**src/rtl/core/assert_macros.svh**
```systemverilog
// ---------------------------------------------------------------------------
// Assertion macros
// Shared concurrent assertion forms for the display scan driver. They assume
// the clock is clk_i and the active-low reset is rst_ni.
// ---------------------------------------------------------------------------
`ifndef ASSERT_MACROS_SVH
`define ASSERT_MACROS_SVH

// A property that must hold at every clock edge outside reset.
`define ASSERT_RST(label, prop, msg) \
  label: assert property (@(posedge clk_i) disable iff (!rst_ni) (prop)) \
    else $error(msg);

// When the antecedent holds, the consequent must hold in the next cycle.
`define ASSERT_RST_NEXT(label, ante, cons, msg) \
  label: assert property (@(posedge clk_i) disable iff (!rst_ni) (ante) |=> (cons)) \
    else $error(msg);

`endif

```
**src/rtl/core/sssd_pkg.sv**
```systemverilog
// ---------------------------------------------------------------------------
// Seven-segment scan driver package
// Command codes, segment patterns and constants shared by the driver files.
// ---------------------------------------------------------------------------
package sssd_pkg;

  typedef enum logic [1:0] {
    REQ_TICK    = 2'd0,
    REQ_NUMBER  = 2'd1,
    REQ_SUCCESS = 2'd2,
    REQ_FAIL    = 2'd3
  } req_type_e;

  localparam int unsigned NumDigits  = 4;
  localparam int unsigned DwellWidth = 16;
  localparam int unsigned NumWidth   = 14;

  localparam logic [DwellWidth-1:0] DWELL_RESET = 16'd10;
  localparam logic [NumWidth-1:0]   NUM_MAX     = 14'd9999;
  localparam logic [7:0]            SEG_BLANK   = 8'hFF;
  localparam logic [7:0]            SEG_DOT     = 8'h7F;

  // Success pass has one extra step: the dot on the last digit.
  localparam logic [2:0] STEPS_NORMAL  = 3'd4;
  localparam logic [2:0] STEPS_SUCCESS = 3'd5;
  localparam logic [2:0] SUCC_LAST     = 3'd4;

  // Active-low decimal digit patterns; values above nine are blank.
  function automatic logic [7:0] seg_of_digit(input logic [3:0] d);
    logic [7:0] s;
    case (d)
      4'd0:    s = 8'hC0;
      4'd1:    s = 8'hF9;
      4'd2:    s = 8'hA4;
      4'd3:    s = 8'hB0;
      4'd4:    s = 8'h99;
      4'd5:    s = 8'h92;
      4'd6:    s = 8'h82;
      4'd7:    s = 8'hF8;
      4'd8:    s = 8'h80;
      4'd9:    s = 8'h90;
      default: s = SEG_BLANK;
    endcase
    return s;
  endfunction

  // S U C C, then the dot.
  function automatic logic [7:0] seg_of_succ(input logic [2:0] idx);
    logic [7:0] s;
    case (idx)
      3'd0:    s = 8'h92;
      3'd1:    s = 8'hC1;
      3'd2:    s = 8'hC6;
      3'd3:    s = 8'hC6;
      default: s = SEG_DOT;
    endcase
    return s;
  endfunction

  function automatic logic [3:0] pos_of_succ(input logic [2:0] idx);
    logic [3:0] p;
    case (idx)
      3'd0:    p = 4'b0001;
      3'd1:    p = 4'b0010;
      3'd2:    p = 4'b0100;
      default: p = 4'b1000;
    endcase
    return p;
  endfunction

  // F A I L.
  function automatic logic [7:0] seg_of_fail(input logic [1:0] idx);
    logic [7:0] s;
    case (idx)
      2'd0:    s = 8'h8E;
      2'd1:    s = 8'h88;
      2'd2:    s = 8'hCF;
      default: s = 8'hC7;
    endcase
    return s;
  endfunction

endpackage

```
**src/rtl/core/sssd_cmd_if.sv**
```systemverilog
// ---------------------------------------------------------------------------
// Command channel
// Valid/ready channel carrying one display command per transaction.
// ---------------------------------------------------------------------------
interface sssd_cmd_if;

  logic        valid;
  logic        ready;
  logic [1:0]  req_type;
  logic [13:0] number;

  modport source (output valid, output req_type, output number, input ready);
  modport sink   (input valid, input req_type, input number, output ready);

endinterface

```
**src/rtl/core/sssd_res_if.sv**
```systemverilog
// ---------------------------------------------------------------------------
// Result channel
// Valid/ready channel carrying the display drive state after each command.
// ---------------------------------------------------------------------------
interface sssd_res_if;

  logic       valid;
  logic       ready;
  logic [3:0] digit_enable;
  logic [7:0] segments;
  logic       busy_res;

  modport source (output valid, output digit_enable, output segments, output busy_res,
                  input ready);
  modport sink   (input valid, input digit_enable, input segments, input busy_res,
                  output ready);

endinterface

```
**src/rtl/core/seven_segment_scan_driver.sv**
```systemverilog
// ---------------------------------------------------------------------------
// Seven-segment scan driver
// Each transaction on cmd_i is one event: a tick, or a command to show a
// number, the success message or the fail message on a 4-digit
// common-anode display. Each accepted transaction yields exactly one result
// transaction on res_o with the one-hot digit enable, the active-low
// segments and the busy flag as they stand after the event. A command starts
// a scan pass: segments blank to 0xFF, then each tick advances the pass,
// enabling one digit for dwell_ticks ticks per step (a dwell of 0 acts as 1).
// Numbers above 9999 saturate. A command given during a pass restarts it.
// The block accepts one transaction every clock cycle while res_o takes its
// results; a result passes through the decimal split register and then the
// state and result register. dwell_ticks (reset 10) must be written through
// cfg_we_i/cfg_wdata_i only while no transaction is in flight; the block
// itself does not enforce this.
// ---------------------------------------------------------------------------
`include "assert_macros.svh"

module seven_segment_scan_driver
  import sssd_pkg::*;
(
  input  logic                  clk_i,
  input  logic                  rst_ni,
  input  logic                  cfg_we_i,
  input  logic [DwellWidth-1:0] cfg_wdata_i,
  sssd_cmd_if.sink              cmd_i,
  sssd_res_if.source            res_o
);

  // Reciprocal multipliers for the decimal split. For values up to 9999 the
  // truncation error of each stays well below the smallest gap to the next
  // integer, so the quotients come out exact.
  localparam logic [13:0] Q1000_MUL = 14'd8389;   // 2^23 / 1000, rounded up
  localparam logic [13:0] Q100_MUL  = 14'd5243;   // 2^19 / 100, rounded up
  localparam logic [13:0] Q10_MUL   = 14'd6554;   // 2^16 / 10, rounded up

  // -------------------------------------------------------------------------
  // Configuration register.
  // -------------------------------------------------------------------------
  logic [DwellWidth-1:0] dwell_ticks_q;

  always_ff @(posedge clk_i or negedge rst_ni) begin
    if (!rst_ni) begin
      dwell_ticks_q <= DWELL_RESET;
    end else if (cfg_we_i) begin
      dwell_ticks_q <= cfg_wdata_i;
    end
  end

  // -------------------------------------------------------------------------
  // Handshake. The input register advances into the state/result register
  // whenever the result register is empty or being drained, so a stalled
  // sink holds at most one finished result while one more command waits.
  // -------------------------------------------------------------------------
  logic s1_valid_q, s1_valid_d;
  logic out_valid_q, out_valid_d;
  logic cmd_acc;
  logic s1_move;

  assign s1_move     = s1_valid_q && (!out_valid_q || res_o.ready);
  assign cmd_i.ready = !s1_valid_q || s1_move;
  assign cmd_acc     = cmd_i.valid && cmd_i.ready;

  assign s1_valid_d  = cmd_acc ? 1'b1 : (s1_move ? 1'b0 : s1_valid_q);
  assign out_valid_d = s1_move ? 1'b1 : (res_o.ready ? 1'b0 : out_valid_q);

  always_ff @(posedge clk_i or negedge rst_ni) begin
    if (!rst_ni) begin
      s1_valid_q  <= 1'b0;
      out_valid_q <= 1'b0;
    end else begin
      s1_valid_q  <= s1_valid_d;
      out_valid_q <= out_valid_d;
    end
  end

  // -------------------------------------------------------------------------
  // Input register: saturate the number and form the three decimal
  // quotients with constant multiplies, so that the state update only has
  // short subtractions left.
  // -------------------------------------------------------------------------
  logic [NumWidth-1:0] num_sat;
  logic [27:0]         prod1000;
  logic [27:0]         prod100;
  logic [27:0]         prod10;

  req_type_e           s1_req_q;
  logic [NumWidth-1:0] s1_num_q;
  logic [3:0]          s1_q1000_q;
  logic [6:0]          s1_q100_q;
  logic [9:0]          s1_q10_q;

  assign num_sat  = (cmd_i.number > NUM_MAX) ? NUM_MAX : cmd_i.number;
  assign prod1000 = 28'(num_sat) * 28'(Q1000_MUL);
  assign prod100  = 28'(num_sat) * 28'(Q100_MUL);
  assign prod10   = 28'(num_sat) * 28'(Q10_MUL);

  always_ff @(posedge clk_i) begin
    if (cmd_acc) begin
      s1_req_q   <= req_type_e'(cmd_i.req_type);
      s1_num_q   <= num_sat;
      s1_q1000_q <= prod1000[26:23];
      s1_q100_q  <= prod100[25:19];
      s1_q10_q   <= prod10[25:16];
    end
  end

  // Remainders: each lower digit is a quotient less ten times the coarser one.
  logic [6:0]          q1000_x10;
  logic [9:0]          q100_x10;
  logic [NumWidth-1:0] q10_x10;
  logic [6:0]          rem1;
  logic [9:0]          rem2;
  logic [NumWidth-1:0] rem3;
  logic [3:0]          split_digits [NumDigits];

  assign q1000_x10 = 7'({s1_q1000_q, 3'b000}) + 7'({s1_q1000_q, 1'b0});
  assign q100_x10  = 10'({s1_q100_q, 3'b000}) + 10'({s1_q100_q, 1'b0});
  assign q10_x10   = 14'({s1_q10_q, 3'b000}) + 14'({s1_q10_q, 1'b0});
  assign rem1      = s1_q100_q - q1000_x10;
  assign rem2      = s1_q10_q - q100_x10;
  assign rem3      = s1_num_q - q10_x10;

  assign split_digits[0] = s1_q1000_q;
  assign split_digits[1] = rem1[3:0];
  assign split_digits[2] = rem2[3:0];
  assign split_digits[3] = rem3[3:0];

  // -------------------------------------------------------------------------
  // Scan state. The display registers double as the result payload: they
  // only change when a new result enters, and the next result only enters
  // once the current one has been taken.
  // -------------------------------------------------------------------------
  req_type_e             pass_mode_q, pass_mode_d;
  logic [3:0]            digit_val_q [NumDigits];
  logic [3:0]            digit_val_d [NumDigits];
  logic [2:0]            scan_step_q, scan_step_d;
  logic [DwellWidth-1:0] dwell_cnt_q, dwell_cnt_d;
  logic [7:0]            seg_q, seg_d;
  logic [3:0]            dig_q, dig_d;
  logic                  busy_q, busy_d;

  logic [DwellWidth-1:0] dwell_eff;
  logic [DwellWidth-1:0] cnt_loaded;
  logic [2:0]            step_inc;
  logic [2:0]            steps_in_pass;
  logic [2:0]            succ_idx;
  logic [1:0]            pos_idx;
  logic [7:0]            load_seg;
  logic [3:0]            load_dig;

  assign dwell_eff     = (dwell_ticks_q == '0) ? DwellWidth'(1) : dwell_ticks_q;
  assign steps_in_pass = (pass_mode_q == REQ_SUCCESS) ? STEPS_SUCCESS : STEPS_NORMAL;
  assign succ_idx      = (scan_step_q > SUCC_LAST) ? SUCC_LAST : scan_step_q;
  assign pos_idx       = scan_step_q[1:0];
  assign step_inc      = scan_step_q + 3'd1;

  // Pattern that the current step puts on the display.
  always_comb begin
    load_dig = 4'b0001 << pos_idx;
    case (pass_mode_q)
      REQ_SUCCESS: begin
        load_dig = pos_of_succ(succ_idx);
        load_seg = seg_of_succ(succ_idx);
      end
      REQ_FAIL: begin
        load_seg = seg_of_fail(pos_idx);
      end
      default: begin
        load_seg = seg_of_digit(digit_val_q[pos_idx]);
      end
    endcase
  end

  always_comb begin
    pass_mode_d = pass_mode_q;
    digit_val_d = digit_val_q;
    scan_step_d = scan_step_q;
    dwell_cnt_d = dwell_cnt_q;
    seg_d       = seg_q;
    dig_d       = dig_q;
    busy_d      = busy_q;
    cnt_loaded  = (dwell_cnt_q == '0) ? dwell_eff : dwell_cnt_q;

    if (s1_req_q != REQ_TICK) begin
      // Any command (re)starts a pass with a blank display; the enabled
      // digit stays where it was.
      pass_mode_d = s1_req_q;
      if (s1_req_q == REQ_NUMBER) begin
        digit_val_d = split_digits;
      end
      scan_step_d = '0;
      dwell_cnt_d = '0;
      seg_d       = SEG_BLANK;
      busy_d      = 1'b1;
    end else if (busy_q) begin
      // A step is put on the display on the first tick of its dwell.
      if (dwell_cnt_q == '0) begin
        seg_d = load_seg;
        dig_d = load_dig;
      end
      dwell_cnt_d = cnt_loaded - DwellWidth'(1);
      if (dwell_cnt_d == '0) begin
        scan_step_d = step_inc;
        if (step_inc >= steps_in_pass) begin
          busy_d = 1'b0;
        end
      end
    end
  end

  always_ff @(posedge clk_i or negedge rst_ni) begin
    if (!rst_ni) begin
      pass_mode_q <= REQ_TICK;
      for (int i = 0; i < NumDigits; i++) begin
        digit_val_q[i] <= '0;
      end
      scan_step_q <= '0;
      dwell_cnt_q <= '0;
      seg_q       <= SEG_BLANK;
      dig_q       <= '0;
      busy_q      <= 1'b0;
    end else if (s1_move) begin
      pass_mode_q <= pass_mode_d;
      digit_val_q <= digit_val_d;
      scan_step_q <= scan_step_d;
      dwell_cnt_q <= dwell_cnt_d;
      seg_q       <= seg_d;
      dig_q       <= dig_d;
      busy_q      <= busy_d;
    end
  end

  assign res_o.valid        = out_valid_q;
  assign res_o.digit_enable = dig_q;
  assign res_o.segments     = seg_q;
  assign res_o.busy_res     = busy_q;

  // -------------------------------------------------------------------------
  // Assertions.
  // -------------------------------------------------------------------------
  `ASSERT_RST(a_digit_onehot0, $onehot0(dig_q), "more than one digit enabled")
  `ASSERT_RST(a_idle_no_dwell, !busy_q |-> (dwell_cnt_q == '0),
              "dwell counter left running at end of pass")
  `ASSERT_RST_NEXT(a_cmd_blanks, s1_move && (s1_req_q != REQ_TICK),
                   busy_q && (seg_q == SEG_BLANK) && (scan_step_q == '0),
                   "command did not restart the pass blanked")

endmodule
```
**src/flat_wrapper.sv**
```systemverilog
// flat-port wrapper written by rule: the top's interface ports become plain ports
module seven_segment_scan_driver_flat import sssd_pkg::*;
  (clk_i, rst_ni, cfg_we_i, cfg_wdata_i, cmd_i_valid, cmd_i_req_type, cmd_i_number, cmd_i_ready, res_o_valid, res_o_digit_enable, res_o_segments, res_o_busy_res, res_o_ready);
  sssd_cmd_if cmd_i_i ();
  sssd_res_if res_o_i ();
  input  logic clk_i;
  input  logic rst_ni;
  input  logic cfg_we_i;
  input  logic [DwellWidth-1:0] cfg_wdata_i;
  input wire logic [$bits(cmd_i_i.valid)-1:0] cmd_i_valid;
  input wire logic [$bits(cmd_i_i.req_type)-1:0] cmd_i_req_type;
  input wire logic [$bits(cmd_i_i.number)-1:0] cmd_i_number;
  output wire logic [$bits(cmd_i_i.ready)-1:0] cmd_i_ready;
  output wire logic [$bits(res_o_i.valid)-1:0] res_o_valid;
  output wire logic [$bits(res_o_i.digit_enable)-1:0] res_o_digit_enable;
  output wire logic [$bits(res_o_i.segments)-1:0] res_o_segments;
  output wire logic [$bits(res_o_i.busy_res)-1:0] res_o_busy_res;
  input wire logic [$bits(res_o_i.ready)-1:0] res_o_ready;
  assign cmd_i_i.valid = cmd_i_valid;
  assign cmd_i_i.req_type = cmd_i_req_type;
  assign cmd_i_i.number = cmd_i_number;
  assign cmd_i_ready = cmd_i_i.ready;
  assign res_o_valid = res_o_i.valid;
  assign res_o_digit_enable = res_o_i.digit_enable;
  assign res_o_segments = res_o_i.segments;
  assign res_o_busy_res = res_o_i.busy_res;
  assign res_o_i.ready = res_o_ready;
  seven_segment_scan_driver u_core (.clk_i(clk_i), .rst_ni(rst_ni), .cfg_we_i(cfg_we_i), .cfg_wdata_i(cfg_wdata_i), .cmd_i(cmd_i_i), .res_o(res_o_i));
endmodule
```
**config.mk**
```make
export PLATFORM = sky130hd
export DESIGN_NAME = seven_segment_scan_driver_flat
export DESIGN_NICKNAME = d
export VERILOG_FILES = /design/src/rtl/core/sssd_pkg.sv /design/src/rtl/core/sssd_cmd_if.sv /design/src/rtl/core/sssd_res_if.sv /design/src/rtl/core/seven_segment_scan_driver.sv /design/src/flat_wrapper.sv
export VERILOG_INCLUDE_DIRS = /design/src /design/src/rtl/core
export SDC_FILE = /design/constraint.sdc
export NUM_CORES = 1
export LEC_CHECK = 0
export BUFFER_PORTS_ARGS = -buffer_cell sky130_fd_sc_hd__buf_2
export CORE_MARGIN = 1.5
export CORE_UTILIZATION = 32
export DETAILED_ROUTE_END_ITERATION = 8
export GPL_TIMING_DRIVEN = 1
export MAX_ROUTING_LAYER = met4
export PLACE_DENSITY = 0.54
export SLEW_MARGIN = 25
export SYNTH_ARGS = -nofsm -noshare
export SYNTH_HDL_FRONTEND = slang
export SYNTH_SLANG_ARGS = --single-unit
```
**constraint.sdc**
```tcl
create_clock -name clk_i -period 9.9 [get_ports clk_i]
set_input_delay 2.97 -clock clk_i [delete_from_list [all_inputs] [get_ports clk_i]]
set_output_delay 2.97 -clock clk_i [all_outputs]
set_load 0.005 [all_outputs]
```
==> flow_summary.yaml, run 1 <==
run_status:
  status: "complete, no violations"
critical_path:
  cp_top_family: "adder cells"
  cp_slowest_cell: "fa_1"
  critPathMaxStageDelay_ps: 550
  crit_arrival_ps: 9000
  crit_fanout: 15
  r2r-end: "u_core.scan_step_q[0]"
  rrSetupSlack_ps: 4890
  r2r_start: "u_core.dwell_cnt_q[9]"
  cp.required_ps: 10000
  critPathBufInv: 5
  ff2ff_path_depth: 14
  start_kind: "primary input"
  path_depth: 24
  end_kind: "flip-flop"
  path_cells: "buf_2 -> nor4_1 -> nor2_1 -> o31a_1 -> nor2_1 -> buf_4 -> inv_1 -> ha_1 -> xor2_1 -> ha_1 -> fa_1 -> fa_1 -> inv_1 -> fa_1 -> inv_1 -> ha_1 -> a21oi_1 -> o221ai_1 -> a21o_1 -> a211o_1 -> nand2_1 -> o21ai_0 -> o41ai_1 -> xnor2_1"
  path_class: "primary input to flip-flop"
logic_synthesis:
  postSynthAreaPerCell_um2: 9.08
  synth_top_family_by_area: "adder cells"
  synth-main-ff-cell: "dfrtp_1"
  synth_mux_area_share_pct: 3.00
  async_flop_share_pct: 79.1
  synth_edf_count: 18
  synthAdderAreaFrac_pct: 39.0
  synth.yosys.seq_area_share_pct: 18.5
  synth_compound_area_share_pct: 11.7
  synth_xor_area_share_pct: 5.32
  syn_nets: 1692
  ys_types: 75
  synthCells: 1341
  ys_warn_count: 0
  synth-simple-area-share_pct: 12.4
  synth_seq_cells: 86
  syn_area_mm2: 0.0122
placement:
  dp.cells: 1876
  io_buffers: 51
  place_area_mm2: 0.0130
  dpl.hpwl_um: 25800
  gp_congestion: 0.959
floorplan:
  row_count: 71
  coreArea_mm2: 0.0376
  die_w_um: 198
  start_util_pct: 32.4
  die-area_mm2: 0.0392
  ios: 52
  die_h_um: 198
clock_network:
  cts_sinks: 86
  cts_resized: 0
  cts_buffer_depth: 2
  clkTransAtPathRegs_ps: 70
  cts_made_buffers: 9
  clock_latency_ps: 350
  ctsRootBufferMaster: "clkbuf_16"
  post-cts-setup-buffer-count: 0
  cts_tree: "done"
  h-tree-depth: 3
  hold_buffers: 0
global_route:
  antenna_found_initial: 0
  grt_max_degree: 69
  grt_pass1_vias: 9189
  grt_pass1_wl_um: 49900
  globalRouteOverflowTotal: 0
  grt_use_total_pct: 16.9
pwr:
  pwr-share-seq_pct: 16.7
  switching_power_uw: 1790
  power.share.combinational_pct: 73.9
  total_power_uw: 3570
  p_clk_share_pct: 9.4
  ir_drop_mv: 0.162
  p_int_uw: 1780
  leakagePower_uw: 0.00671
  swShare_pct: 50.1
  power_density_mw_per_mm2: 268
routing:
  first_pass_iters: 5
  post_drt_wl_per_cell_um: 16.3
  ant_nets: 0
  avgViaCountPerCell: 4.86
  drtIter0Drc: 610
  drc: 0
  wl_um: 30900
  via_count: 9192
timing:
  final.setup_skew_ps: 11.4
  tns_ps: 0
  max-slew-margin-rel_pct: 32.0
  hold_violations: 0
  fmax_mhz: 112
  finalSetupViolCount: 0
  tightest_slew_ps: 1020
  whs_ps: 473
  min_period_ps: 8910
  fin_crit_sh_pct: 90.0
  slew_violations: 0
  grt_setup_unrepaired: "no"
hold_path:
  min_to: "u_core.res_o.digit_enable[1]"
  min_path_type: "flip-flop to flip-flop"
  holdCritStartpoint: "u_core.res_o.digit_enable[1]"
  hold_path_depth: 2
final_layout:
  area_delta_synth_final_pct: 9.38
  antenna_cells: 0
  post_route_cells_drive_above_1_share_pct: 11.2
  fillCellCount: 3899
  final_nets: 1727
  final_cell_area_mm2: 0.0133
  layout.cells.non_filler: 1892
job:
  cap_violations: 0
[metrics by stage]
step,worst slack (ps),utilization (%)
4_1_cts,1060,35.4
3_3_place_gp,777,34.6
3_5_place_dp,699,34.6
2_1_floorplan,1190,-
5_1_grt,578,35.4
6_report,994,35.4
[routing by layer]
| layer | global-route usage, % | vias up | routed length, um |
|---|---|---|---|
| li1 | - | 4508 | - |
| met1 | 22.8 | 4449 | 14900 |
| met2 | 27.4 | 208 | 14300 |
| met3 | 2.04 | 27 | 1330 |
| met4 | 2.86 | 0 | 395 |
| met5 | - | - | 0 |
[Yosys cell counts (8+ instances only)]
master      n  area, um2
o31ai_1     8       60.1
nor4_1     12       75.1
a31oi_1    14       87.6
edfxtp_1   18        541
ha_1      205       2560
o21ai_0    60        300
a211oi_1    9       67.6
and2_1     13       81.3
mux2_2     20        225
inv_1     278       1040
xor2_1     20        175
xnor2_1    54        473
clkbuf_1   35        131
nor3_1     11       55.1
nor2_1     70        263
nand2_1    89        334
o21a_1      8       60.1
fa_1      109       2180
nand3_1    24        120
a21oi_1    45        225
or2_2      12       75.1
a21o_1     16        120
dfrtp_1    58       1450
nand2b_1   20        125
dfstp_2    10        263
and3_1     13       81.3
[power by group through the flow]
stage / Sequential, uW / Combinational, uW / Clock, uW
3_5_place_dp: 606 / 2630 / 0
6_report: 598 / 2640 / 336
2_1_floorplan: 571 / 2030 / 0
4_1_cts: 599 / 2650 / 341
3_3_place_gp: 602 / 2600 / 0
5_1_grt: 614 / 3040 / 357
[worst reg2reg max path, stage by stage (launching register included)]
cell	delay, ps
dfrtp_1	450
or4_2	750
nor3_4	660
and2_2	460
a21o_1	190
inv_1	50
ha_1	230
nand2b_1	180
nor2_1	80
a311oi_1	250
a21oi_1	100
a2111oi_0	510
nand3b_1	290
or4_4	490
a31o_1	220
[sequential cells by signal, summed over array words and instances (netlist names)]
name and cells:
u_core.s1_num_q 4, u_core.digit_val_q 16, u_core.s1_req_q 2, u_core.pass_mode_q 2, u_core.s1_q10_q 4, u_core.s1_valid_q 1
u_core.s1_q1000_q 4, u_core.res_o.busy_res 1, u_core.res_o.segments 8, u_core.s1_q100_q 4, u_core.res_o.digit_enable 4, u_core.scan_step_q 3
u_core.dwell_ticks_q 16, u_core.dwell_cnt_q 16, u_core.res_o.valid 1
[cell usage in the layout (no fill, tap or decap), drive strengths merged, types with 25 or more instances in the layout]
cell / n
a21oi: 45
o21ai: 62
xnor2: 54
inv: 280
dfrtp: 58
buf: 66
fa: 109
nor2: 70
nand2: 89
ha: 205
nand3: 25
[logic make-up after synthesis]
group                    after synthesis
AO/OA/AOI/OAI                        219
XOR/XNOR                              74
adder cells (fa/ha/maj)              314
buffers and inverters                320
flip-flops                            86
multiplexers                          29
AND/OR/NAND/NOR                      299
[worst max-delay path by stage]
stage                    start  slack (ps)             endpoint
2_1_floorplan  cmd_i_number[5]        1190  u_core.s1_q100_q[3]
3_3_place_gp   cmd_i_number[7]         780  u_core.s1_q100_q[3]
3_5_place_dp   cmd_i_number[7]         700  u_core.s1_q100_q[3]
4_1_cts        cmd_i_number[7]        1060  u_core.s1_q100_q[3]
5_1_grt        cmd_i_number[7]         580  u_core.s1_q100_q[3]
6_report       cmd_i_number[7]         990  u_core.s1_q100_q[3]
[layout make-up]
cell class | count | area (um2) | area share, %
multi-input cells | 935 | 8720 | 65.5
inverters | 278 | 1040 | 7.84
flip-flops and latches | 86 | 2250 | 16.9
clock inverters | 5 | 40.0 | 0.301
clock buffers | 11 | 253 | 1.90
repair buffers | 66 | 368 | 2.76
well taps | 511 | 639 | 4.80
No activity file was read; power rests on OpenSTA's default activity.
==> run 2: changes to the inputs <==
--- a/config.mk
+++ b/config.mk
@@ -6,6 +6,7 @@
 export SDC_FILE = /design/constraint.sdc
 export NUM_CORES = 1
 export LEC_CHECK = 0
+export ABC_AREA = 1
 export BUFFER_PORTS_ARGS = -buffer_cell sky130_fd_sc_hd__buf_2
 export CORE_MARGIN = 1.5
 export CORE_UTILIZATION = 32
==> flow_summary.yaml, run 2 <==
run_status:
  status: "complete, no violations"
timing:
  finalSetupViolCount: 0
  fmax_mhz: 114
  hold_violations: 0
  fin_crit_sh_pct: 88.3
  max-slew-margin-rel_pct: 39.1
  final.setup_skew_ps: 14.7
  grt_setup_unrepaired: "no"
  tns_ps: 0
  tightest_slew_ps: 913
  min_period_ps: 8740
  whs_ps: 464
  slew_violations: 0
placement:
  io_buffers: 51
  gp_congestion: 1.01
  dpl.hpwl_um: 26900
clock_network:
  cts_made_buffers: 9
  hold_buffers: 0
  post-cts-setup-buffer-count: 0
  cts_buffer_depth: 2
  clock_latency_ps: 350
  clkTransAtPathRegs_ps: 80
  h-tree-depth: 3
  ctsRootBufferMaster: "clkbuf_16"
  cts_sinks: 86
  cts_resized: 0
  cts_tree: "done"
floorplan:
  die-area_mm2: 0.0393
  coreArea_mm2: 0.0376
  die_h_um: 198
  ios: 52
  start_util_pct: 32.5
  row_count: 71
  die_w_um: 198
final_layout:
  multi_input_area_mm2: 0.00841
  finalCoreUtilization_pct: 35.7
  antenna_cells: 0
  final_cell_mix: "inv_1, nand2_1, ha_1"
  area_delta_synth_final_pct: 10.1
  reg_top3: "u_core.digit_val_q: 16 flops, u_core.dwell_cnt_q: 16 flops, u_core.dwell_ticks_q: 16 flops"
  regArea_mm2: 0.00225
  post_route_cells_drive_above_1_share_pct: 7.85
  fillCellCount: 4008
  final_nets: 1938
  final_common_cell: "inv_1"
global_route:
  met1_usage_pct: 21.5
  grt.busiest_layer: "met2"
  grt_util_met3_pct: 2.93
  grt_max_degree: 63
  globalRouteOverflowTotal: 0
  grt_pass1_vias: 9869
  grt_pass1_wl_um: 50600
  antenna_found_initial: 0
  grt_util_met2_pct: 28.5
  grt_use_total_pct: 17.0
logic_synthesis:
  ys_types: 52
  syn_nets: 1881
  postSynthAreaPerCell_um2: 7.98
  syn_area_mm2: 0.0122
  ys_warn_count: 0
  synth_area_leader_cell: "ha_1"
  synth.yosys.seq_area_share_pct: 18.5
  synth-main-ff-cell: "dfrtp_1"
  yosysMostFrequentCell: "inv_1"
  synth_common_cells: "inv_1, nand2_1, ha_1, nor2_1, fa_1"
  synth.area.top_cells: "ha_1, fa_1, dfrtp_1"
  synth_edf_count: 18
  synth_top_area_share_pct: 21.0
  synthCells: 1530
  synth_seq_cells: 86
  async_flop_share_pct: 79.1
pwr:
  leakagePower_uw: 0.00724
  ir_drop_mv: 0.162
  power_density_mw_per_mm2: 326
critical_path:
  crit_arrival_ps: 8820
  path_class: "primary input to flip-flop"
  end_kind: "flip-flop"
  start_kind: "primary input"
  cp.required_ps: 9980
  crit_fanout: 14
routing:
  via_count: 9687
  ant_nets: 0
  first_pass_iters: 4
  post_drt_wl_per_cell_um: 15.0
  avgViaCountPerCell: 4.61
  wl_um: 31500
  drc: 0
  drtIter0Drc: 494
hold_path:
  min_path_type: "flip-flop to flip-flop"
job:
  cap_violations: 0
==> run 2: logic make-up (layout without fill, tap and decap cells) <==
logic type | Yosys count | after routing | synth area share (%)
buffers and inverters | 404 | 466 | 12.6
AO/OA/AOI/OAI | 190 | 190 | 8.93
flip-flops | 86 | 86 | 18.5
AND/OR/NAND/NOR | 474 | 474 | 16.7
XOR/XNOR | 62 | 62 | 4.45
adder cells (fa/ha/maj) | 314 | 314 | 38.9
==> run 2: per-layer routing <==
layer  vias to the layer above  wire (um)
met1                      4594      14600
met4                         0        481
li1                       4892          -
met2                       171      14900
met5                         -          0
met3                        30       1450
==> run 2: path summary, 6_finish.rpt <==
check                                    startpoint                  endpoint  slack [ps]  cells after the start
max                                 cmd_i_number[5]      u_core.s1_q1000_q[2]        1160                     26
min                        u_core.res_o.segments[7]  u_core.res_o.segments[7]         460                      2
max reg2reg                  u_core.dwell_cnt_q[15]     u_core.scan_step_q[0]        6730                     19
min reg2reg                u_core.res_o.segments[7]  u_core.res_o.segments[7]         460                      2
max in group asynchronous                    rst_ni     u_core.digit_val_q[9]        6440                      2
min in group asynchronous                    rst_ni   u_core.dwell_ticks_q[2]        2440                      1
==> run 2: cell type report <==
| class | count | share of cell area (%) |
|---|---|---|
| Clock buffer | 9 | 1.68 |
| Clock inverter | 7 | 0.848 |
| Inverter | 390 | 10.9 |
| Multi-Input combinational cell | 1040 | 62.6 |
| Sequential cell | 86 | 16.8 |
| Tap cell | 511 | 4.76 |
| Timing Repair Buffer | 60 | 2.40 |
==> run 2: worst max-delay path, cell delays in order <==
cell,delay (ps)
buf_2,100
inv_1,170
nand2_1,80
nor2_1,130
o211ai_1,100
nand2_1,160
inv_2,170
nor2_1,510
inv_1,400
ha_1,500
ha_1,330
ha_1,270
inv_1,50
fa_1,540
inv_1,60
fa_1,480
ha_1,310
ha_1,330
nand2_1,60
nor3_1,320
nand4_1,160
nand3_1,230
nand2_1,80
nand3b_1,90
nand2_1,70
xor2_1,140
==> run 2: where the power goes <==
part	total [uW]	internal (uW)	leakage [uW]	switching [uW]
sequential	581	513	0.00101	69.0
clock	392	228	0.000167	164
combinational	3400	1240	0.00606	2160
total	4370	1980	0.00724	2390
==> run 2: stage by stage <==
stage          instances  power (uW)  area (um2)  worst slack [ps]
2_1_floorplan       1530        3210       12200              1840
3_3_place_gp        2087        3980       13100               917
3_5_place_dp        2087        4000       13100               875
4_1_cts             2103        4420       13400              1230
5_1_grt             2103        4930       13400               778
6_report            2103        4370       13400              1160
==> run 3: changes to the inputs <==
--- a/config.mk
+++ b/config.mk
@@ -10,10 +10,12 @@
 export BUFFER_PORTS_ARGS = -buffer_cell sky130_fd_sc_hd__buf_2
 export CORE_MARGIN = 1.5
 export CORE_UTILIZATION = 32
+export CTS_CLUSTER_SIZE = 25
 export DETAILED_ROUTE_END_ITERATION = 8
 export GPL_TIMING_DRIVEN = 1
 export MAX_ROUTING_LAYER = met4
 export PLACE_DENSITY = 0.54
+export RECOVER_POWER = 50
 export SLEW_MARGIN = 25
 export SYNTH_ARGS = -nofsm -noshare
 export SYNTH_HDL_FRONTEND = slang
==> flow_summary.yaml, run 3 (synthesis gave the netlist of run 2 again) <==
hold_path:
  min_path_type: "flip-flop to flip-flop"
clock_network:
  h-tree-depth: 3
  clkTransAtPathRegs_ps: 80
  hold_buffers: 0
  cts_tree: "done"
  ctsRootBufferMaster: "clkbuf_16"
  post-cts-setup-buffer-count: 0
  cts_sinks: 86
  cts_made_buffers: 9
  cts_resized: 0
  clock_latency_ps: 350
  cts_buffer_depth: 2
global_route:
  grt_pass1_vias: 9869
  grt_use_total_pct: 17.0
  antenna_found_initial: 0
  globalRouteOverflowTotal: 0
  grt_max_degree: 63
  grt_pass1_wl_um: 50600
critical_path:
  r2r-end: "u_core.scan_step_q[0]"
  critPathMaxStageDelay_ps: 540
  end_kind: "flip-flop"
  cp_top_family: "adder cells"
  path_depth: 26
  start_kind: "primary input"
  crit_start: "cmd_i_number[5]"
  ff2ff_path_depth: 19
  crit_fanout: 14
  crit_arrival_ps: 8820
  r2r_start: "u_core.dwell_cnt_q[15]"
  cp_slowest_cell: "fa_1"
  rrSetupSlack_ps: 6730
  cp.required_ps: 9980
  worstSetupEndpoint: "u_core.s1_q1000_q[2]"
  critPathBufInv: 6
  path_class: "primary input to flip-flop"
pwr:
  power_density_mw_per_mm2: 326
  pwr-share-seq_pct: 13.3
  p_int_uw: 1980
  p_clk_share_pct: 9.0
  leakagePower_uw: 0.00723
  total_power_uw: 4370
  switching_power_uw: 2390
  power.share.combinational_pct: 77.7
  ir_drop_mv: 0.162
  swShare_pct: 54.8
placement:
  io_buffers: 51
  dpl.hpwl_um: 26900
  gp_congestion: 1.01
  dp_slack_ps: 875
floorplan:
  die-area_mm2: 0.0393
  coreArea_mm2: 0.0376
  ios: 52
  die_h_um: 198
  row_count: 71
  start_util_pct: 32.5
  die_w_um: 198
run_status:
  violations: "capacitance limit, slew limit"
  status: "finished with violations"
timing:
  tightest_slew_ps: 3380
  fin_crit_sh_pct: 88.3
  hold_violations: 0
  setup_slack_ps: 1160
  max-slew-margin-rel_pct: -125
  slew_violations: 63
  fmax_mhz: 114
  whs_ps: 464
  min_period_ps: 8740
  grt_setup_unrepaired: "no"
  tns_ps: 0
  finalSetupViolCount: 0
  final.setup_skew_ps: 14.7
final_layout:
  area_delta_synth_final_pct: 10.0
  final_nets: 1938
  post_route_cells_drive_above_1_share_pct: 7.60
  reg_top3: "u_core.digit_val_q: 16 flops, u_core.dwell_cnt_q: 16 flops, u_core.dwell_ticks_q: 16 flops"
  final_common_cell: "inv_1"
  fillCellCount: 4010
  multi_input_area_mm2: 0.00841
  regArea_mm2: 0.00225
  final_cell_mix: "inv_1, nand2_1, ha_1"
  antenna_cells: 0
routing:
  drtIter0Drc: 494
  via_count: 9680
  post_drt_wl_per_cell_um: 15.0
  wl_um: 31500
  ant_nets: 0
  avgViaCountPerCell: 4.60
  first_pass_iters: 4
  drc: 0
job:
  cap_violations: 1
[run 3: power by group through the flow]
| stage | Combinational [uW] | Clock (uW) | Sequential [uW] |
|---|---|---|---|
| 2_1_floorplan | 2640 | 0 | 569 |
| 3_3_place_gp | 3390 | 0 | 590 |
| 3_5_place_dp | 3400 | 0 | 593 |
| 4_1_cts | 3430 | 403 | 586 |
| 5_1_grt | 3910 | 416 | 597 |
| 6_report | 3400 | 392 | 582 |
[run 3: worst register-to-register path: stages (launching register included)]
cell	delay, ps
dfrtp_1	380
nor2_1	130
nand2_1	80
nor2_2	450
nand2_2	280
nand2_1	200
o21ai_4	110
ha_1	290
nand3_1	140
nor2_1	70
nand2_1	140
inv_1	80
nand2_1	70
nand2_1	40
nand2_1	120
nand2_1	90
nor2_1	120
nand3_1	130
nand3_1	90
nand2_1	60
[run 3: layout make-up]
cell class,instances,share of cell area (%)
Multi-Input combinational cell,1040,62.7
Sequential cell,86,16.8
Inverter,390,10.9
Tap cell,511,4.76
Timing Repair Buffer,60,2.35
Clock buffer,9,1.68
Clock inverter,7,0.848
[run 3: worst min-delay path by stage]
stage                     depth (start not counted)  slack [ps]                     start                  endpoint
after global placement                            2         450  u_core.res_o.segments[7]  u_core.res_o.segments[7]
final                                             2         460  u_core.res_o.segments[7]  u_core.res_o.segments[7]
after floorplan                                   2         430      u_core.s1_q1000_q[3]    u_core.digit_val_q[15]
after global routing                              2         470  u_core.res_o.segments[7]  u_core.res_o.segments[7]
after detailed placement                          2         450  u_core.res_o.segments[7]  u_core.res_o.segments[7]
after CTS                                         2         470  u_core.res_o.segments[7]  u_core.res_o.segments[7]
[run 3: metal layers]
metal  share of wire [%]  routed length, um  up-vias  track usage [%]
li1                    -                  -     4891                -
met3                 4.6               1450       30             2.93
met5                   0                  0        -                -
met4                 1.5                481        0             3.65
met1                  47              14700     4592             21.5
met2                  47              14900      167             28.5
[run 3: metrics by stage]
step           instance area [um2]  util (%)  std cells
2_1_floorplan                12200         -       1530
3_3_place_gp                 13100      34.8       2087
3_5_place_dp                 13100      34.8       2087
4_1_cts                      13400      35.7       2103
5_1_grt                      13400      35.7       2103
6_report                     13400      35.7       2103
